### src/hw/rtl/ddrm_pkg.sv
// ----------------------------------------------------------------------------
// ddrm_pkg
// Shared types and constants for the ramped differential-drive mixer.
// ----------------------------------------------------------------------------
`default_nettype none

package ddrm_pkg;

    // throttle word width, 1.0 = 2^(THROTTLE_BITS-1)
    localparam int THROTTLE_BITS = 16;
    localparam logic [THROTTLE_BITS-1:0] THR_FULL = {1'b0, {(THROTTLE_BITS-1){1'b1}}};

    // fixed scale factors
    localparam logic [15:0] FWD_SCALE = 16'd2000;
    localparam logic [15:0] MS_SCALE  = 16'd1000;

    // serial unit sizes
    localparam int SU_W     = 64;
    localparam int REM_W    = 50;
    localparam int MPLR_W   = 16;
    localparam int CNT_W    = 6;
    localparam logic [CNT_W-1:0] MUL_STEPS   = 6'd16;
    localparam logic [CNT_W-1:0] LIM_STEPS   = 6'd36;
    localparam logic [CNT_W-1:0] THR_STEPS   = CNT_W'(THROTTLE_BITS - 1);

    // register map (word index)
    localparam logic [2:0] REG_LIN_ACCEL = 3'd0;
    localparam logic [2:0] REG_ANG_ACCEL = 3'd1;
    localparam logic [2:0] REG_WHEEL_BASE = 3'd2;
    localparam logic [2:0] REG_WHEEL_DIAM = 3'd3;
    localparam logic [2:0] REG_GAIN_LEFT = 3'd4;
    localparam logic [2:0] REG_GAIN_RIGHT = 3'd5;
    localparam logic [2:0] REG_SUPPLY_MV = 3'd6;

    typedef struct packed {
        logic signed [15:0] goal_speed;
        logic signed [15:0] goal_turn;
        logic [15:0]        elapsed_ms;
        logic               clear;
    } t_in;

    typedef struct packed {
        logic signed [THROTTLE_BITS-1:0] left_drive;
        logic signed [THROTTLE_BITS-1:0] right_drive;
        logic signed [15:0]              ramped_speed;
        logic signed [15:0]              ramped_turn;
        logic                            left_clipped;
        logic                            right_clipped;
    } t_out;

    typedef struct packed {
        logic [15:0] lin_accel;
        logic [15:0] ang_accel;
        logic [9:0]  wheel_base;
        logic [7:0]  wheel_diam;
        logic [15:0] gain_left;
        logic [15:0] gain_right;
        logic [15:0] supply_mv;
    } t_cfg;

    typedef enum logic {
        SU_MUL,
        SU_DIV
    } t_su_op;

    typedef struct packed {
        logic              start;
        t_su_op            op;
        logic [SU_W-1:0]   opa;
        logic [REM_W-1:0]  rem;
        logic [MPLR_W-1:0] opb;
        logic [REM_W-1:0]  den;
        logic [CNT_W-1:0]  count;
    } t_su_cmd;

    typedef struct packed {
        logic            done;
        logic [SU_W-1:0] acc;
    } t_su_rsp;

    typedef enum logic [4:0] {
        S_IDLE,
        S_SL_MUL, S_SL_MUL_W, S_SL_DIV, S_SL_DIV_W,
        S_TL_MUL, S_TL_MUL_W, S_TL_DIV, S_TL_DIV_W,
        S_FWD, S_FWD_W, S_TRN, S_TRN_W, S_DEN, S_DEN_W,
        S_GAIN, S_GAIN_W, S_K, S_K_W, S_Q, S_Q_W,
        S_DONE
    } t_state;

endpackage

`default_nettype wire

### src/hw/rtl/diff_drive_ramped_mixer_top.sv
// ----------------------------------------------------------------------------
// diff_drive_ramped_mixer_top
// Slew-limited differential-drive mixer producing left/right throttles.
// ----------------------------------------------------------------------------
// One request at a time is worked through a single bit-serial multiply/divide
// unit under a sequencer. A request with elapsed_ms above one runs two
// 16-step multiplies and two 36-step divides for the ramp limits, then the
// wheel products and two 15-step throttle divides; without the ramp it runs
// only the wheel products and the throttle divides. Each side whose throttle
// comes out zero or saturated skips its divide. The serial unit works one bit
// per cycle. The next request is taken while the previous result still waits
// in the output register; a finished result that finds that register still
// full holds the sequencer until it drains. Configuration must be written
// through the APB port only while the block is idle; the user is bound to
// this, and the block itself does not enforce it.
`default_nettype none

module diff_drive_ramped_mixer_top (
    input  wire logic           i_clk,
    input  wire logic           i_rst_n,
    input  wire logic           i_in_valid,
    output logic                o_in_ready,
    input  wire ddrm_pkg::t_in  i_in,
    output logic                o_out_valid,
    input  wire logic           i_out_ready,
    output ddrm_pkg::t_out      o_out,
    input  wire logic           psel,
    input  wire logic           penable,
    input  wire logic           pwrite,
    input  wire logic [4:0]     paddr,
    input  wire logic [31:0]    pwdata,
    output logic      [31:0]    prdata,
    output logic                pready
);

    localparam int TB = ddrm_pkg::THROTTLE_BITS;

    ddrm_pkg::t_cfg    w_cfg;
    ddrm_pkg::t_su_cmd w_cmd;
    ddrm_pkg::t_su_rsp w_rsp;

    ddrm_pkg::t_state  r_state, n_state;
    logic              r_side, n_side;
    logic              r_ovalid, n_ovalid;
    logic signed [15:0] r_hs, n_hs, r_ht, n_ht;
    logic signed [15:0] r_gs, n_gs, r_gt, n_gt;
    logic [15:0]       r_ms, n_ms;
    logic [26:0]       r_fwd, n_fwd;
    logic [25:0]       r_trn, n_trn;
    logic [47:0]       r_den, n_den;
    logic              r_neg, n_neg;
    logic [52:0]       r_a, n_a;
    logic [TB-1:0]     r_lthr, n_lthr, r_rthr, n_rthr;
    logic              r_lclip, n_lclip, r_rclip, n_rclip;
    ddrm_pkg::t_out    r_out, n_out;

    logic [27:0]       w_wheel;
    logic [27:0]       w_mag;
    logic [TB-1:0]     w_q;

    ddrm_cfg u_cfg (
        .i_clk   (i_clk),
        .i_rst_n (i_rst_n),
        .psel    (psel),
        .penable (penable),
        .pwrite  (pwrite),
        .paddr   (paddr),
        .pwdata  (pwdata),
        .prdata  (prdata),
        .pready  (pready),
        .o_cfg   (w_cfg)
    );

    ddrm_serial u_serial (
        .i_clk   (i_clk),
        .i_rst_n (i_rst_n),
        .i_cmd   (w_cmd),
        .o_rsp   (w_rsp)
    );

    // move cur toward goal by at most lim
    function automatic logic [15:0] slew(input logic [15:0] cur, input logic [15:0] goal,
                                         input logic [26:0] lim);
        logic [16:0] d;
        logic [16:0] mag;
        logic [15:0] res;
        d   = {goal[15], goal} - {cur[15], cur};
        mag = d[16] ? (17'd0 - d) : d;
        if ({10'd0, mag} > lim) begin
            res = d[16] ? (cur - lim[15:0]) : (cur + lim[15:0]);
        end else begin
            res = goal;
        end
        return res;
    endfunction

    assign o_in_ready  = (r_state == ddrm_pkg::S_IDLE);
    assign o_out_valid = r_ovalid;
    assign o_out       = r_out;

    // wheel rate for the side in work
    assign w_wheel = r_side ? ({r_fwd[26], r_fwd} - {{2{r_trn[25]}}, r_trn})
                            : ({r_fwd[26], r_fwd} + {{2{r_trn[25]}}, r_trn});
    assign w_mag   = w_wheel[27] ? (28'd0 - w_wheel) : w_wheel;
    assign w_q     = r_neg ? (TB'(0) - {1'b0, w_rsp.acc[TB-2:0]})
                           : {1'b0, w_rsp.acc[TB-2:0]};

    // sequencer
    always_comb begin
        n_state  = r_state;
        n_side   = r_side;
        n_ovalid = r_ovalid;
        n_hs = r_hs; n_ht = r_ht; n_gs = r_gs; n_gt = r_gt; n_ms = r_ms;
        n_fwd = r_fwd; n_trn = r_trn; n_den = r_den; n_neg = r_neg; n_a = r_a;
        n_lthr = r_lthr; n_rthr = r_rthr; n_lclip = r_lclip; n_rclip = r_rclip;
        n_out = r_out;
        w_cmd       = '0;
        w_cmd.op    = ddrm_pkg::SU_MUL;
        w_cmd.count = ddrm_pkg::MUL_STEPS;

        if (r_ovalid && i_out_ready) begin
            n_ovalid = 1'b0;
        end

        case (r_state)
            ddrm_pkg::S_IDLE: begin
                if (i_in_valid) begin
                    n_gs = i_in.goal_speed;
                    n_gt = i_in.goal_turn;
                    n_ms = i_in.elapsed_ms;
                    if (i_in.clear) begin
                        n_gs = '0; n_gt = '0; n_hs = '0; n_ht = '0;
                    end
                    n_state = (i_in.elapsed_ms > 16'd1) ? ddrm_pkg::S_SL_MUL
                                                        : ddrm_pkg::S_FWD;
                end
            end
            // linear ramp limit: accel * ms * 16 / 1000
            ddrm_pkg::S_SL_MUL: begin
                w_cmd.start = 1'b1;
                w_cmd.opa   = {48'd0, w_cfg.lin_accel};
                w_cmd.opb   = r_ms;
                n_state     = ddrm_pkg::S_SL_MUL_W;
            end
            ddrm_pkg::S_SL_MUL_W: if (w_rsp.done) n_state = ddrm_pkg::S_SL_DIV;
            ddrm_pkg::S_SL_DIV: begin
                w_cmd.start = 1'b1;
                w_cmd.op    = ddrm_pkg::SU_DIV;
                w_cmd.opa   = {w_rsp.acc[31:0], 32'd0};
                w_cmd.den   = {34'd0, ddrm_pkg::MS_SCALE};
                w_cmd.count = ddrm_pkg::LIM_STEPS;
                n_state     = ddrm_pkg::S_SL_DIV_W;
            end
            ddrm_pkg::S_SL_DIV_W: begin
                if (w_rsp.done) begin
                    n_hs    = slew(r_hs, r_gs, w_rsp.acc[26:0]);
                    n_state = ddrm_pkg::S_TL_MUL;
                end
            end
            // angular ramp limit
            ddrm_pkg::S_TL_MUL: begin
                w_cmd.start = 1'b1;
                w_cmd.opa   = {48'd0, w_cfg.ang_accel};
                w_cmd.opb   = r_ms;
                n_state     = ddrm_pkg::S_TL_MUL_W;
            end
            ddrm_pkg::S_TL_MUL_W: if (w_rsp.done) n_state = ddrm_pkg::S_TL_DIV;
            ddrm_pkg::S_TL_DIV: begin
                w_cmd.start = 1'b1;
                w_cmd.op    = ddrm_pkg::SU_DIV;
                w_cmd.opa   = {w_rsp.acc[31:0], 32'd0};
                w_cmd.den   = {34'd0, ddrm_pkg::MS_SCALE};
                w_cmd.count = ddrm_pkg::LIM_STEPS;
                n_state     = ddrm_pkg::S_TL_DIV_W;
            end
            ddrm_pkg::S_TL_DIV_W: begin
                if (w_rsp.done) begin
                    n_ht    = slew(r_ht, r_gt, w_rsp.acc[26:0]);
                    n_state = ddrm_pkg::S_FWD;
                end
            end
            // speed * 2000
            ddrm_pkg::S_FWD: begin
                w_cmd.start = 1'b1;
                w_cmd.opa   = {{48{r_hs[15]}}, r_hs};
                w_cmd.opb   = ddrm_pkg::FWD_SCALE;
                n_state     = ddrm_pkg::S_FWD_W;
            end
            ddrm_pkg::S_FWD_W: begin
                if (w_rsp.done) begin
                    n_fwd   = w_rsp.acc[26:0];
                    n_state = ddrm_pkg::S_TRN;
                end
            end
            // turn * wheel base
            ddrm_pkg::S_TRN: begin
                w_cmd.start = 1'b1;
                w_cmd.opa   = {{48{r_ht[15]}}, r_ht};
                w_cmd.opb   = {6'd0, w_cfg.wheel_base};
                n_state     = ddrm_pkg::S_TRN_W;
            end
            ddrm_pkg::S_TRN_W: begin
                if (w_rsp.done) begin
                    n_trn   = w_rsp.acc[25:0];
                    n_state = ddrm_pkg::S_DEN;
                end
            end
            // divisor: diameter * millivolts * 2^24
            ddrm_pkg::S_DEN: begin
                w_cmd.start = 1'b1;
                w_cmd.opa   = {56'd0, w_cfg.wheel_diam};
                w_cmd.opb   = w_cfg.supply_mv;
                n_state     = ddrm_pkg::S_DEN_W;
            end
            ddrm_pkg::S_DEN_W: begin
                if (w_rsp.done) begin
                    n_den   = {w_rsp.acc[23:0], 24'd0};
                    n_side  = 1'b0;
                    n_state = ddrm_pkg::S_GAIN;
                end
            end
            // |wheel| * gain
            ddrm_pkg::S_GAIN: begin
                w_cmd.start = 1'b1;
                w_cmd.opa   = {37'd0, w_mag[26:0]};
                w_cmd.opb   = r_side ? w_cfg.gain_right : w_cfg.gain_left;
                n_neg       = w_wheel[27];
                n_state     = ddrm_pkg::S_GAIN_W;
            end
            ddrm_pkg::S_GAIN_W: if (w_rsp.done) n_state = ddrm_pkg::S_K;
            // * 1000
            ddrm_pkg::S_K: begin
                w_cmd.start = 1'b1;
                w_cmd.opa   = w_rsp.acc;
                w_cmd.opb   = ddrm_pkg::MS_SCALE;
                n_state     = ddrm_pkg::S_K_W;
            end
            ddrm_pkg::S_K_W: begin
                if (w_rsp.done) begin
                    n_a = w_rsp.acc[52:0];
                    if (w_rsp.acc == '0) begin
                        // zero numerator: no drive, no clip
                        if (r_side) begin
                            n_rthr = '0; n_rclip = 1'b0; n_state = ddrm_pkg::S_DONE;
                        end else begin
                            n_lthr = '0; n_lclip = 1'b0; n_side = 1'b1;
                            n_state = ddrm_pkg::S_GAIN;
                        end
                    end else if (w_rsp.acc >= {16'd0, r_den}) begin
                        // saturate with the wheel's sign
                        if (r_side) begin
                            n_rthr  = r_neg ? (TB'(0) - ddrm_pkg::THR_FULL) : ddrm_pkg::THR_FULL;
                            n_rclip = 1'b1;
                            n_state = ddrm_pkg::S_DONE;
                        end else begin
                            n_lthr  = r_neg ? (TB'(0) - ddrm_pkg::THR_FULL) : ddrm_pkg::THR_FULL;
                            n_lclip = 1'b1;
                            n_side  = 1'b1;
                            n_state = ddrm_pkg::S_GAIN;
                        end
                    end else begin
                        n_state = ddrm_pkg::S_Q;
                    end
                end
            end
            // fractional quotient a / den
            ddrm_pkg::S_Q: begin
                w_cmd.start = 1'b1;
                w_cmd.op    = ddrm_pkg::SU_DIV;
                w_cmd.rem   = r_a[49:0];
                w_cmd.den   = {2'd0, r_den};
                w_cmd.count = ddrm_pkg::THR_STEPS;
                n_state     = ddrm_pkg::S_Q_W;
            end
            ddrm_pkg::S_Q_W: begin
                if (w_rsp.done) begin
                    if (r_side) begin
                        n_rthr = w_q; n_rclip = 1'b0; n_state = ddrm_pkg::S_DONE;
                    end else begin
                        n_lthr = w_q; n_lclip = 1'b0; n_side = 1'b1;
                        n_state = ddrm_pkg::S_GAIN;
                    end
                end
            end
            // hand over once the output register is free
            ddrm_pkg::S_DONE: begin
                if (!r_ovalid || i_out_ready) begin
                    n_out.left_drive     = r_lthr;
                    n_out.right_drive    = r_rthr;
                    n_out.ramped_speed   = r_hs;
                    n_out.ramped_turn    = r_ht;
                    n_out.left_clipped   = r_lclip;
                    n_out.right_clipped  = r_rclip;
                    n_ovalid             = 1'b1;
                    n_state              = ddrm_pkg::S_IDLE;
                end
            end
            default: n_state = ddrm_pkg::S_IDLE;
        endcase
    end

    // control and held state
    always_ff @(posedge i_clk) begin
        if (!i_rst_n) begin
            r_state  <= ddrm_pkg::S_IDLE;
            r_side   <= 1'b0;
            r_ovalid <= 1'b0;
            r_hs     <= '0;
            r_ht     <= '0;
        end else begin
            r_state  <= n_state;
            r_side   <= n_side;
            r_ovalid <= n_ovalid;
            r_hs     <= n_hs;
            r_ht     <= n_ht;
        end
    end

    // payload
    always_ff @(posedge i_clk) begin
        r_gs <= n_gs; r_gt <= n_gt; r_ms <= n_ms;
        r_fwd <= n_fwd; r_trn <= n_trn; r_den <= n_den;
        r_neg <= n_neg; r_a <= n_a;
        r_lthr <= n_lthr; r_rthr <= n_rthr;
        r_lclip <= n_lclip; r_rclip <= n_rclip;
        r_out <= n_out;
    end

endmodule

`default_nettype wire

### src/hw/rtl/ddrm_cfg.sv
// ----------------------------------------------------------------------------
// ddrm_cfg
// APB-style register file holding the mixer configuration.
// ----------------------------------------------------------------------------
`default_nettype none

module ddrm_cfg (
    input  wire logic             i_clk,
    input  wire logic             i_rst_n,
    input  wire logic             psel,
    input  wire logic             penable,
    input  wire logic             pwrite,
    input  wire logic [4:0]       paddr,
    input  wire logic [31:0]      pwdata,
    output logic      [31:0]      prdata,
    output logic                  pready,
    output ddrm_pkg::t_cfg        o_cfg
);

    ddrm_pkg::t_cfg r_cfg;
    logic           w_wr;

    assign pready = 1'b1;
    assign w_wr   = psel & penable & pwrite;
    assign o_cfg  = r_cfg;

    // register writes
    always_ff @(posedge i_clk) begin
        if (!i_rst_n) begin
            r_cfg.lin_accel  <= 16'd256;
            r_cfg.ang_accel  <= 16'd256;
            r_cfg.wheel_base <= 10'd150;
            r_cfg.wheel_diam <= 8'd65;
            r_cfg.gain_left  <= 16'd4096;
            r_cfg.gain_right <= 16'd4096;
            r_cfg.supply_mv  <= 16'd7400;
        end else if (w_wr) begin
            case (paddr[4:2])
                ddrm_pkg::REG_LIN_ACCEL:  r_cfg.lin_accel  <= pwdata[15:0];
                ddrm_pkg::REG_ANG_ACCEL:  r_cfg.ang_accel  <= pwdata[15:0];
                ddrm_pkg::REG_WHEEL_BASE: r_cfg.wheel_base <= pwdata[9:0];
                ddrm_pkg::REG_WHEEL_DIAM: r_cfg.wheel_diam <= pwdata[7:0];
                ddrm_pkg::REG_GAIN_LEFT:  r_cfg.gain_left  <= pwdata[15:0];
                ddrm_pkg::REG_GAIN_RIGHT: r_cfg.gain_right <= pwdata[15:0];
                ddrm_pkg::REG_SUPPLY_MV:  r_cfg.supply_mv  <= pwdata[15:0];
                default: ;
            endcase
        end
    end

    // read mux
    always_comb begin
        case (paddr[4:2])
            ddrm_pkg::REG_LIN_ACCEL:  prdata = {16'd0, r_cfg.lin_accel};
            ddrm_pkg::REG_ANG_ACCEL:  prdata = {16'd0, r_cfg.ang_accel};
            ddrm_pkg::REG_WHEEL_BASE: prdata = {22'd0, r_cfg.wheel_base};
            ddrm_pkg::REG_WHEEL_DIAM: prdata = {24'd0, r_cfg.wheel_diam};
            ddrm_pkg::REG_GAIN_LEFT:  prdata = {16'd0, r_cfg.gain_left};
            ddrm_pkg::REG_GAIN_RIGHT: prdata = {16'd0, r_cfg.gain_right};
            ddrm_pkg::REG_SUPPLY_MV:  prdata = {16'd0, r_cfg.supply_mv};
            default:                  prdata = 32'd0;
        endcase
    end

endmodule

`default_nettype wire

### src/hw/rtl/ddrm_serial.sv
// ----------------------------------------------------------------------------
// ddrm_serial
// Bit-serial arithmetic unit: shift-add multiply and restoring divide,
// one bit per clock.
// ----------------------------------------------------------------------------
`default_nettype none

module ddrm_serial (
    input  wire logic        i_clk,
    input  wire logic        i_rst_n,
    input  wire ddrm_pkg::t_su_cmd i_cmd,
    output ddrm_pkg::t_su_rsp o_rsp
);

    logic                              r_busy, r_done;
    ddrm_pkg::t_su_op                  r_op;
    logic [ddrm_pkg::CNT_W-1:0]        r_cnt, n_cnt;
    logic [ddrm_pkg::SU_W-1:0]         r_acc, n_acc;
    logic [ddrm_pkg::SU_W-1:0]         r_mcand, n_mcand;
    logic [ddrm_pkg::MPLR_W-1:0]       r_mplr, n_mplr;
    logic [ddrm_pkg::REM_W-1:0]        r_rem, n_rem;
    logic [ddrm_pkg::REM_W-1:0]        r_den, n_den;
    logic [ddrm_pkg::REM_W:0]          w_trial;
    logic [ddrm_pkg::REM_W:0]          w_diff;

    assign o_rsp.done = r_done;
    assign o_rsp.acc  = r_acc;

    assign w_trial = {r_rem, r_acc[ddrm_pkg::SU_W-1]};
    assign w_diff  = w_trial - {1'b0, r_den};

    // one step per cycle
    always_comb begin
        n_acc   = r_acc;
        n_mcand = r_mcand;
        n_mplr  = r_mplr;
        n_rem   = r_rem;
        n_den   = r_den;
        n_cnt   = r_cnt;
        if (i_cmd.start) begin
            n_acc   = (i_cmd.op == ddrm_pkg::SU_MUL) ? '0 : i_cmd.opa;
            n_mcand = i_cmd.opa;
            n_mplr  = i_cmd.opb;
            n_rem   = i_cmd.rem;
            n_den   = i_cmd.den;
            n_cnt   = i_cmd.count;
        end else if (r_busy) begin
            n_cnt = r_cnt - 1'b1;
            case (r_op)
                ddrm_pkg::SU_MUL: begin
                    if (r_mplr[0]) begin
                        n_acc = r_acc + r_mcand;
                    end
                    n_mcand = r_mcand << 1;
                    n_mplr  = r_mplr >> 1;
                end
                ddrm_pkg::SU_DIV: begin
                    // trial subtract of the divisor from the shifted remainder
                    if (!w_diff[ddrm_pkg::REM_W]) begin
                        n_rem = w_diff[ddrm_pkg::REM_W-1:0];
                        n_acc = {r_acc[ddrm_pkg::SU_W-2:0], 1'b1};
                    end else begin
                        n_rem = w_trial[ddrm_pkg::REM_W-1:0];
                        n_acc = {r_acc[ddrm_pkg::SU_W-2:0], 1'b0};
                    end
                end
                default: ;
            endcase
        end
    end

    // control
    always_ff @(posedge i_clk) begin
        if (!i_rst_n) begin
            r_busy <= 1'b0;
            r_done <= 1'b0;
            r_op   <= ddrm_pkg::SU_MUL;
            r_cnt  <= '0;
        end else begin
            r_done <= 1'b0;
            r_cnt  <= n_cnt;
            if (i_cmd.start) begin
                r_busy <= 1'b1;
                r_op   <= i_cmd.op;
            end else if (r_busy && r_cnt == ddrm_pkg::CNT_W'(1)) begin
                r_busy <= 1'b0;
                r_done <= 1'b1;
            end
        end
    end

    // datapath
    always_ff @(posedge i_clk) begin
        r_acc   <= n_acc;
        r_mcand <= n_mcand;
        r_mplr  <= n_mplr;
        r_rem   <= n_rem;
        r_den   <= n_den;
    end

endmodule

`default_nettype wire

### config.mk
export PLATFORM = sky130hd
export DESIGN_NAME = diff_drive_ramped_mixer_top
export DESIGN_NICKNAME = d
export VERILOG_FILES = /design/src/hw/rtl/ddrm_pkg.sv /design/src/hw/rtl/diff_drive_ramped_mixer_top.sv /design/src/hw/rtl/ddrm_cfg.sv /design/src/hw/rtl/ddrm_serial.sv
export SDC_FILE = /design/constraint.sdc
export NUM_CORES = 2
export LEC_CHECK = 0
export ABC_AREA = 1
export BUFFER_PORTS_ARGS = -buffer_cell sky130_fd_sc_hd__buf_2
export CAP_MARGIN = 10
export CORE_ASPECT_RATIO = 1.25
export CORE_MARGIN = 2
export CORE_UTILIZATION = 50
export DETAILED_ROUTE_END_ITERATION = 10
export PLACE_DENSITY_LB_ADDON = 0.15
export SYNTH_ARGS = -nofsm -noshare
export SYNTH_HDL_FRONTEND = slang
export SYNTH_SLANG_ARGS = --single-unit
### constraint.sdc
create_clock -name i_clk -period 7.1 [get_ports i_clk]
set_clock_uncertainty 0.1 [all_clocks]
set_input_delay 0.355 -clock i_clk [delete_from_list [all_inputs] [get_ports i_clk]]
set_output_delay 0.355 -clock i_clk [all_outputs]
set_load 0.01 [all_outputs]
Yosys cells after proc, flatten, opt, wreduce, memory -nomap -nowiden
Cells that the tools add are included.
- flip-flop bits (word level): 666
- latch bits: 0
- bits in writable memories: 0
- memory bits (read-only): 0
- input port bits: 93
- memories: 0
- $add $sub $neg: 15
- multipliers: 0
- div/mod/pow operators: 0
- order comparisons: 4
- equality and inequality tests: 52
- shift operators: 0
- mux-type cells: 101
- bitwise logic cells: 4
- reduce and logical (&&, ||, !) cells: 43
- operators with widths (cell ; number):
    64-bit case mux with 8 select lines ; 1
    16-bit 2-to-1 mux ; 28
    64-bit 2-to-1 mux ; 7
    50-bit 2-to-1 mux ; 5
    16-bit case mux with 2 select lines ; 4
    64-bit case mux with 2 select lines ; 1
    16-bit case mux with 7 select lines ; 1
    5-bit case mux with 22 select lines ; 1
    54-bit case mux with 2 select lines ; 1
    16-bit case mux with 6 select lines ; 1
    5-bit 2-to-1 mux ; 15
    64-bit adder ; 1
    64-bit by 48-bit greater-or-equal comparator with 1-bit output ; 1
    64-bit zero test ; 1
    17-bit by 27-bit greater-than comparator with 1-bit output ; 2
    51-bit by 50-bit subtractor with 51-bit output ; 1
    5-bit by 4-bit equality test with 1-bit output, second input constant ; 8
    17-bit 2-to-1 mux ; 2
    1-bit by 17-bit subtractor with 17-bit output, first input constant ; 2
    16-bit by 16-bit subtractor with 17-bit output ; 2
    16-bit adder ; 2
    2-bit AND reduction ; 16
    16-bit subtractor ; 2
    5-bit equality test, second input constant ; 6
    40 further kinds ; 108

Longest topological paths before layout
- depth in word-level cells: 7
- mapped depth: 34
- mapped depth without buffers: 34

Hierarchy
A second synthesis with hierarchy kept.
- cells, all modules: 6827
- area total of the unflattened synthesis: 48670.4 sq um
- modules (own cells, without submodules) (module ; instances ; cells each ; area an instance (sq um)):
    diff_drive_ramped_mixer_top ; 1 ; 2976 ; 22910.7
    ddrm_serial ; 1 ; 3061 ; 20782.4
    ddrm_cfg ; 1 ; 790 ; 4977.3

Worst setup path before layout
OpenSTA, ideal clock, no wires.
- path kind: flip-flop to flip-flop
- start point: reg r_state[4]
- end point: reg u_serial.r_mcand[0] in the netlist's numbering (enable)
- data arrival time: 5311 ps
- required time: 6481 ps
- slack: 1171 ps
- stages on the path, launching flop included: 11
- path through: dfxtp_1 buf_2 clkinv_1 nor2_2 inv_2 nand3_2 inv_2 nand2_1 inv_2 buf_2 nor2_1
- RTL lines (item ; line ; source):
    start, declared ; diff_drive_ramped_mixer_top.sv:42 ; ddrm_pkg::t_state r_state, n_state;
    start signal, assigned ; diff_drive_ramped_mixer_top.sv:305 ; r_state <= ddrm_pkg::S_IDLE;
    start signal, assigned ; diff_drive_ramped_mixer_top.sv:311 ; r_state <= n_state;
    end signal, assigned ; ddrm_serial.sv:95 ; r_mcand <= n_mcand;
    end, declared ; ddrm_serial.sv:19 ; logic [ddrm_pkg::SU_W-1:0] r_mcand, n_mcand;

Final worst setup path
- start point: reg r_trn[0]
- end point: reg u_serial.r_mcand[2] in the netlist's numbering (data pin)
- longest elaborated chain between the ends: 6
- elaborated cells between the ends (all ways): 7
- those cells by class: add/sub: 3; mux: 4
- RTL lines (item ; line ; source):
    start, declared ; diff_drive_ramped_mixer_top.sv:49 ; logic [25:0] r_trn, n_trn;
    start signal, assigned ; diff_drive_ramped_mixer_top.sv:322 ; r_fwd <= n_fwd; r_trn <= n_trn; r_den <= n_den;
    27-bit by 26-bit adder with 28-bit output / 27-bit by 26-bit subtractor with 28-bit output (equally long branches) ; diff_drive_ramped_mixer_top.sv:103, diff_drive_ramped_mixer_top.sv:102 ;
    28-bit 2-to-1 mux * ; diff_drive_ramped_mixer_top.sv:102 ; assign w_wheel = r_side ? ({r_fwd[26], r_fwd} - {{2{r_trn[25]}}, r_trn})
    1-bit by 27-bit subtractor with 27-bit output ; diff_drive_ramped_mixer_top.sv:104 ; assign w_mag = w_wheel[27] ? (28'd0 - w_wheel) : w_wheel;
    27-bit 2-to-1 mux * ; diff_drive_ramped_mixer_top.sv:104 ;
    64-bit case mux with 8 select lines * ; diff_drive_ramped_mixer_top.sv:125 ; case (r_state)
    64-bit 2-to-1 mux * ; ddrm_serial.sv:40 ; if (i_cmd.start) begin
    named net u_serial.n_mcand (one bit) ; ddrm_serial.sv:19 ;
Mark *: on every way through the listed nets, which the timed path passes. The rest lies on a longest branch.
A chain may end at the register's enable or synchronous reset.

==> run summary <==
status -> complete, no violations
gpl congestion -> 0.991
number of buffers created by CTS -> 71
commonest non-fill, non-tap cell in the layout -> nand2_1
largest fanout on the critical path -> 49
first-pass GRT wire length -> 230 mm
WL/cell -> 21.8 um
hold crit path type -> in -> reg
Post-route DRC -> 0
crit path capture type -> register
Critical Path Max Stage Delay -> 0.64 ns
Clk Latency, worst-skew pair -> 0.66 ns
startpoint type of the worst setup path -> register
total grt overflow -> 0
endpoints failing hold -> 0
delay-heaviest family, CP -> simple AND/OR/NAND/NOR gates
initial core utilization -> 50.5%
Max Slew Vio Count -> 0
reg2reg end -> u_serial.r_mcand[2]$_DFFE_PP_
critical path required time -> 7.36 ns
Nets -> 6197
combinational group share of total power -> 51.0%
DRT antenna net count -> 0
CP Buf/Inv Count -> 2
most frequent cells in the layout -> nand2_1, inv_1, nor2_1
leakage power -> 21.0 nW
drt first pass iters -> 6
Hold Startpoint -> i_in_valid
IO Pins -> 194
Max Root-Sink Buffers -> 3
Psw -> 9.99 mW
Clock Sinks -> 641
CTS tree -> built
Final period util -> 73.6%
DP Worst Slack -> 1.97 ns
Min-Delay Endpoint -> r_ms[6]$_DFFE_PP_
R2R Setup Slk -> 1.88 ns
Fmax -> 191 MHz
# Max-Cap Violations -> 0
CORE AREA -> 85700 sq um
Synth Register Bits -> 641
hold path cells -> 3
initial antenna violation count -> 4
FFs w/ async S/R, synth -> 0%
Crit-path slowest cell -> nand2_2
sequential area share after synthesis -> 41.1%
Sw Share -> 47.2%
DR vias -> 40.5k
Crit Path Category -> reg -> reg
Worst EP arrival -> 5.49 ns
Most used DFF post-synth -> edfxtp_1
synthesized area per cell -> 7.68 sq um
Critical Path, Cell by Cell -> nor3_2, nand2_1, nor2_1, nand2_1, nor3_1, nand4_1, o21ai_0, o21ai_0, xor2_1, inv_1, ha_1, nand2_1, inv_1, nand2_1, nand2_1, nand4_1, o211ai_1, a21oi_1, nand3_2, nand2_2, o21ai_0, o211ai_1, nand4_1
most used cell, CP -> nand2_1
Post-DP HPWL -> 116 mm
Yosys warnings -> 0
Reg clk slew, reported paths -> 0.07 ns
sequential cell fraction of total power -> 30.1%
post-layout min period -> 5.22 ns
Netlist cell types -> 68
worst setup margin -> 1.88 ns
clock root buffer -> clkbuf_16
Post-synth EDFFs -> 495
setup TNS -> 0 ns
htree depth -> 3
final setup vio count -> 0
vias per inst -> 5.73
row count -> 120
die span in x -> 267 um
slew margin rel. -> 23.8%
die footprint -> 89000 sq um
Post-Synthesis Cells -> 5644
r2r worst-path depth -> 23
RSZ-0062 raised after global routing -> no
DIE HEIGHT -> 333 um
synthesis-to-layout area growth -> 11.9%
vias in the first global route -> 38.7k
internal power -> 11.2 mW
Hold Slack -> 0.143 ns
drt initial violations -> 3726
share of cells above drive strength 1 -> 7.87%
RR Startpoint -> r_trn[0]$_DFFE_PP_
synthesized area -> 43300 sq um
Pwr Density -> 437 nW/um^2
all-layer global routing usage -> 34.1%
clock share of power -> 18.9%
pin count of the biggest net entering global routing -> 99
VDD IR max -> 0.231 mV
number of port buffers -> 158
slew of the pin with the lowest slew margin -> 1.14 ns
DRT Wirelength -> 154 mm
-- worst reg2reg max path, cell delays in order, from the launching register on --
cell,delay [ns]
edfxtp_1,0.43
nor3_2,0.22
nand2_1,0.11
nor2_1,0.14
nand2_1,0.16
nor3_1,0.31
nand4_1,0.27
o21ai_0,0.35
o21ai_0,0.18
xor2_1,0.17
inv_1,0.06
ha_1,0.36
nand2_1,0.16
inv_1,0.05
nand2_1,0.06
nand2_1,0.07
nand4_1,0.08
o211ai_1,0.09
a21oi_1,0.25
nand3_2,0.20
nand2_2,0.64
o21ai_0,0.27
o211ai_1,0.15
nand4_1,0.10
-- power groups by stage --
stage	clock network, mW	registers (mW)	logic, mW
global placement	0	6.42	10.4
floorplan	0	5.88	7.53
detailed placement	0	6.42	10.5
finish	4.00	6.39	10.8
global route	4.18	6.41	12.0
CTS	4.05	6.35	10.6
-- per-stage QoR --
step | util [%] | power, mW | area [sq um] | cells
finish | 56.6 | 21.2 | 48500 | 7068
global route | 56.6 | 22.5 | 48500 | 7067
CTS | 56.6 | 21.0 | 48500 | 7067
detailed placement | 52.9 | 16.9 | 45300 | 6871
global placement | 52.9 | 16.9 | 45300 | 6871
floorplan | - | 13.4 | 43400 | 5659
-- Yosys cell counts, types with 12 or more instances --
cell       number  area (sq um)
nand2_1      1350          5070
inv_1         690          2590
nor2_1        658          2470
edfxtp_1      495         14900
a21oi_1       371          1860
nand3_1       343          1720
o21ai_0       288          1440
ha_1          248          3100
dfxtp_1       146          2920
xor2_1        122          1070
clkbuf_1       96           360
nand4_1        85           532
o22ai_1        57           357
nor3_1         46           230
o21ai_1        46           230
a211oi_1       44           330
xnor2_1        43           377
a31oi_1        37           231
inv_2          32           120
nand3b_1       32           240
a221oi_1       30           263
nor4_1         29           181
a21o_1         28           210
buf_2          28           140
o21bai_1       28           210
o211ai_1       27           203
nor2_2         25           156
nand2_2        19           119
buf_4          18           135
a22oi_1        16           120
o2111ai_1      16           140
a21boi_0       13          97.6
or2_2          13          81.3
nor3_2         12           120
o21a_1         12          90.1
-- how the worst max path moves through the flow --
| stage | start | to | slack (ns) | depth (start not counted) |
|---|---|---|---|---|
| final | r_trn[0]$_DFFE_PP_ | u_serial.r_mcand[2]$_DFFE_PP_ | 1.88 | 23 |
| after global routing | r_trn[0]$_DFFE_PP_ | u_serial.r_mcand[2]$_DFFE_PP_ | 1.26 | 22 |
| after CTS | r_trn[0]$_DFFE_PP_ | u_serial.r_mcand[2]$_DFFE_PP_ | 1.89 | 23 |
| after detailed placement | r_hs[1]$_SDFFE_PN0P_ | r_hs[1]$_SDFFE_PN0P_ | 1.97 | 28 |
| after global placement | r_ht[0]$_SDFFE_PN0P_ | r_ht[15]$_SDFFE_PN0P_ | 1.96 | 22 |
| after floorplan | r_state[4]$_SDFFE_PN0P_ | u_serial.r_mcand[0]$_SDFFCE_PP0P_ | 1.17 | 10 |
-- flip-flops by register name, indices dropped and copies added, names as in the netlist, 5 cells and up --
name / flops
o_out: 66
r_a: 50
r_den: 24
r_fwd: 27
r_gs: 16
r_gt: 16
r_hs: 16
r_ht: 16
r_lthr: 16
r_ms: 16
r_rthr: 16
r_state: 5
r_trn: 26
u_cfg.o_cfg: 98
u_serial.r_acc: 64
u_serial.r_cnt: 6
u_serial.r_den: 25
u_serial.r_mcand: 64
u_serial.r_mplr: 16
u_serial.r_rem: 50
-- layout make-up --
type                            count  area (sq um)
Fill cell                        8059         37200
Multi-Input combinational cell   4135         22200
Sequential cell                   641         17800
Inverter                          727          2730
Clock buffer                       90          1940
Timing Repair Buffer              274          1840
Tap cell                         1159          1450
Clock inverter                     41           557
Antenna cell                        1          2.50
-- timing repair --
item / 4_1_cts / 5_1_grt
setup endpoints to repair: 0 / 0
gates resized for setup: 0 / 0
buffers inserted: 0 / 0
endpoints found under the hold margin: 114 / 0
hold buffers: 65 / 0
-- cells by family (layout without fill, tap and decap cells) --
kind of cell               Yosys count  in the layout  share of synthesized area (%)
muxes                                1              1                         0.0231
buffers and inverters              883           1132                           8.03
DFF                                641            641                           41.1
AOI/OAI and AO/OA                 1053           1053                           14.1
and+or+nand+nor                   2642           2642                           25.9
other                                2             18                         0.0173
xor gates and xnor gates           168            168                           3.45
adders and majority gates          254            254                           7.44
-- routing by layer --
layer	wire length (um)	global-route usage [%]	up-vias
met4	11500	23.0	0
li1	-	-	19500
met5	0	0	-
met3	10200	4.13	434
met1	60000	41.5	18900
met2	71900	56.5	1652
Note: power is estimated with default switching activity, not from simulation.
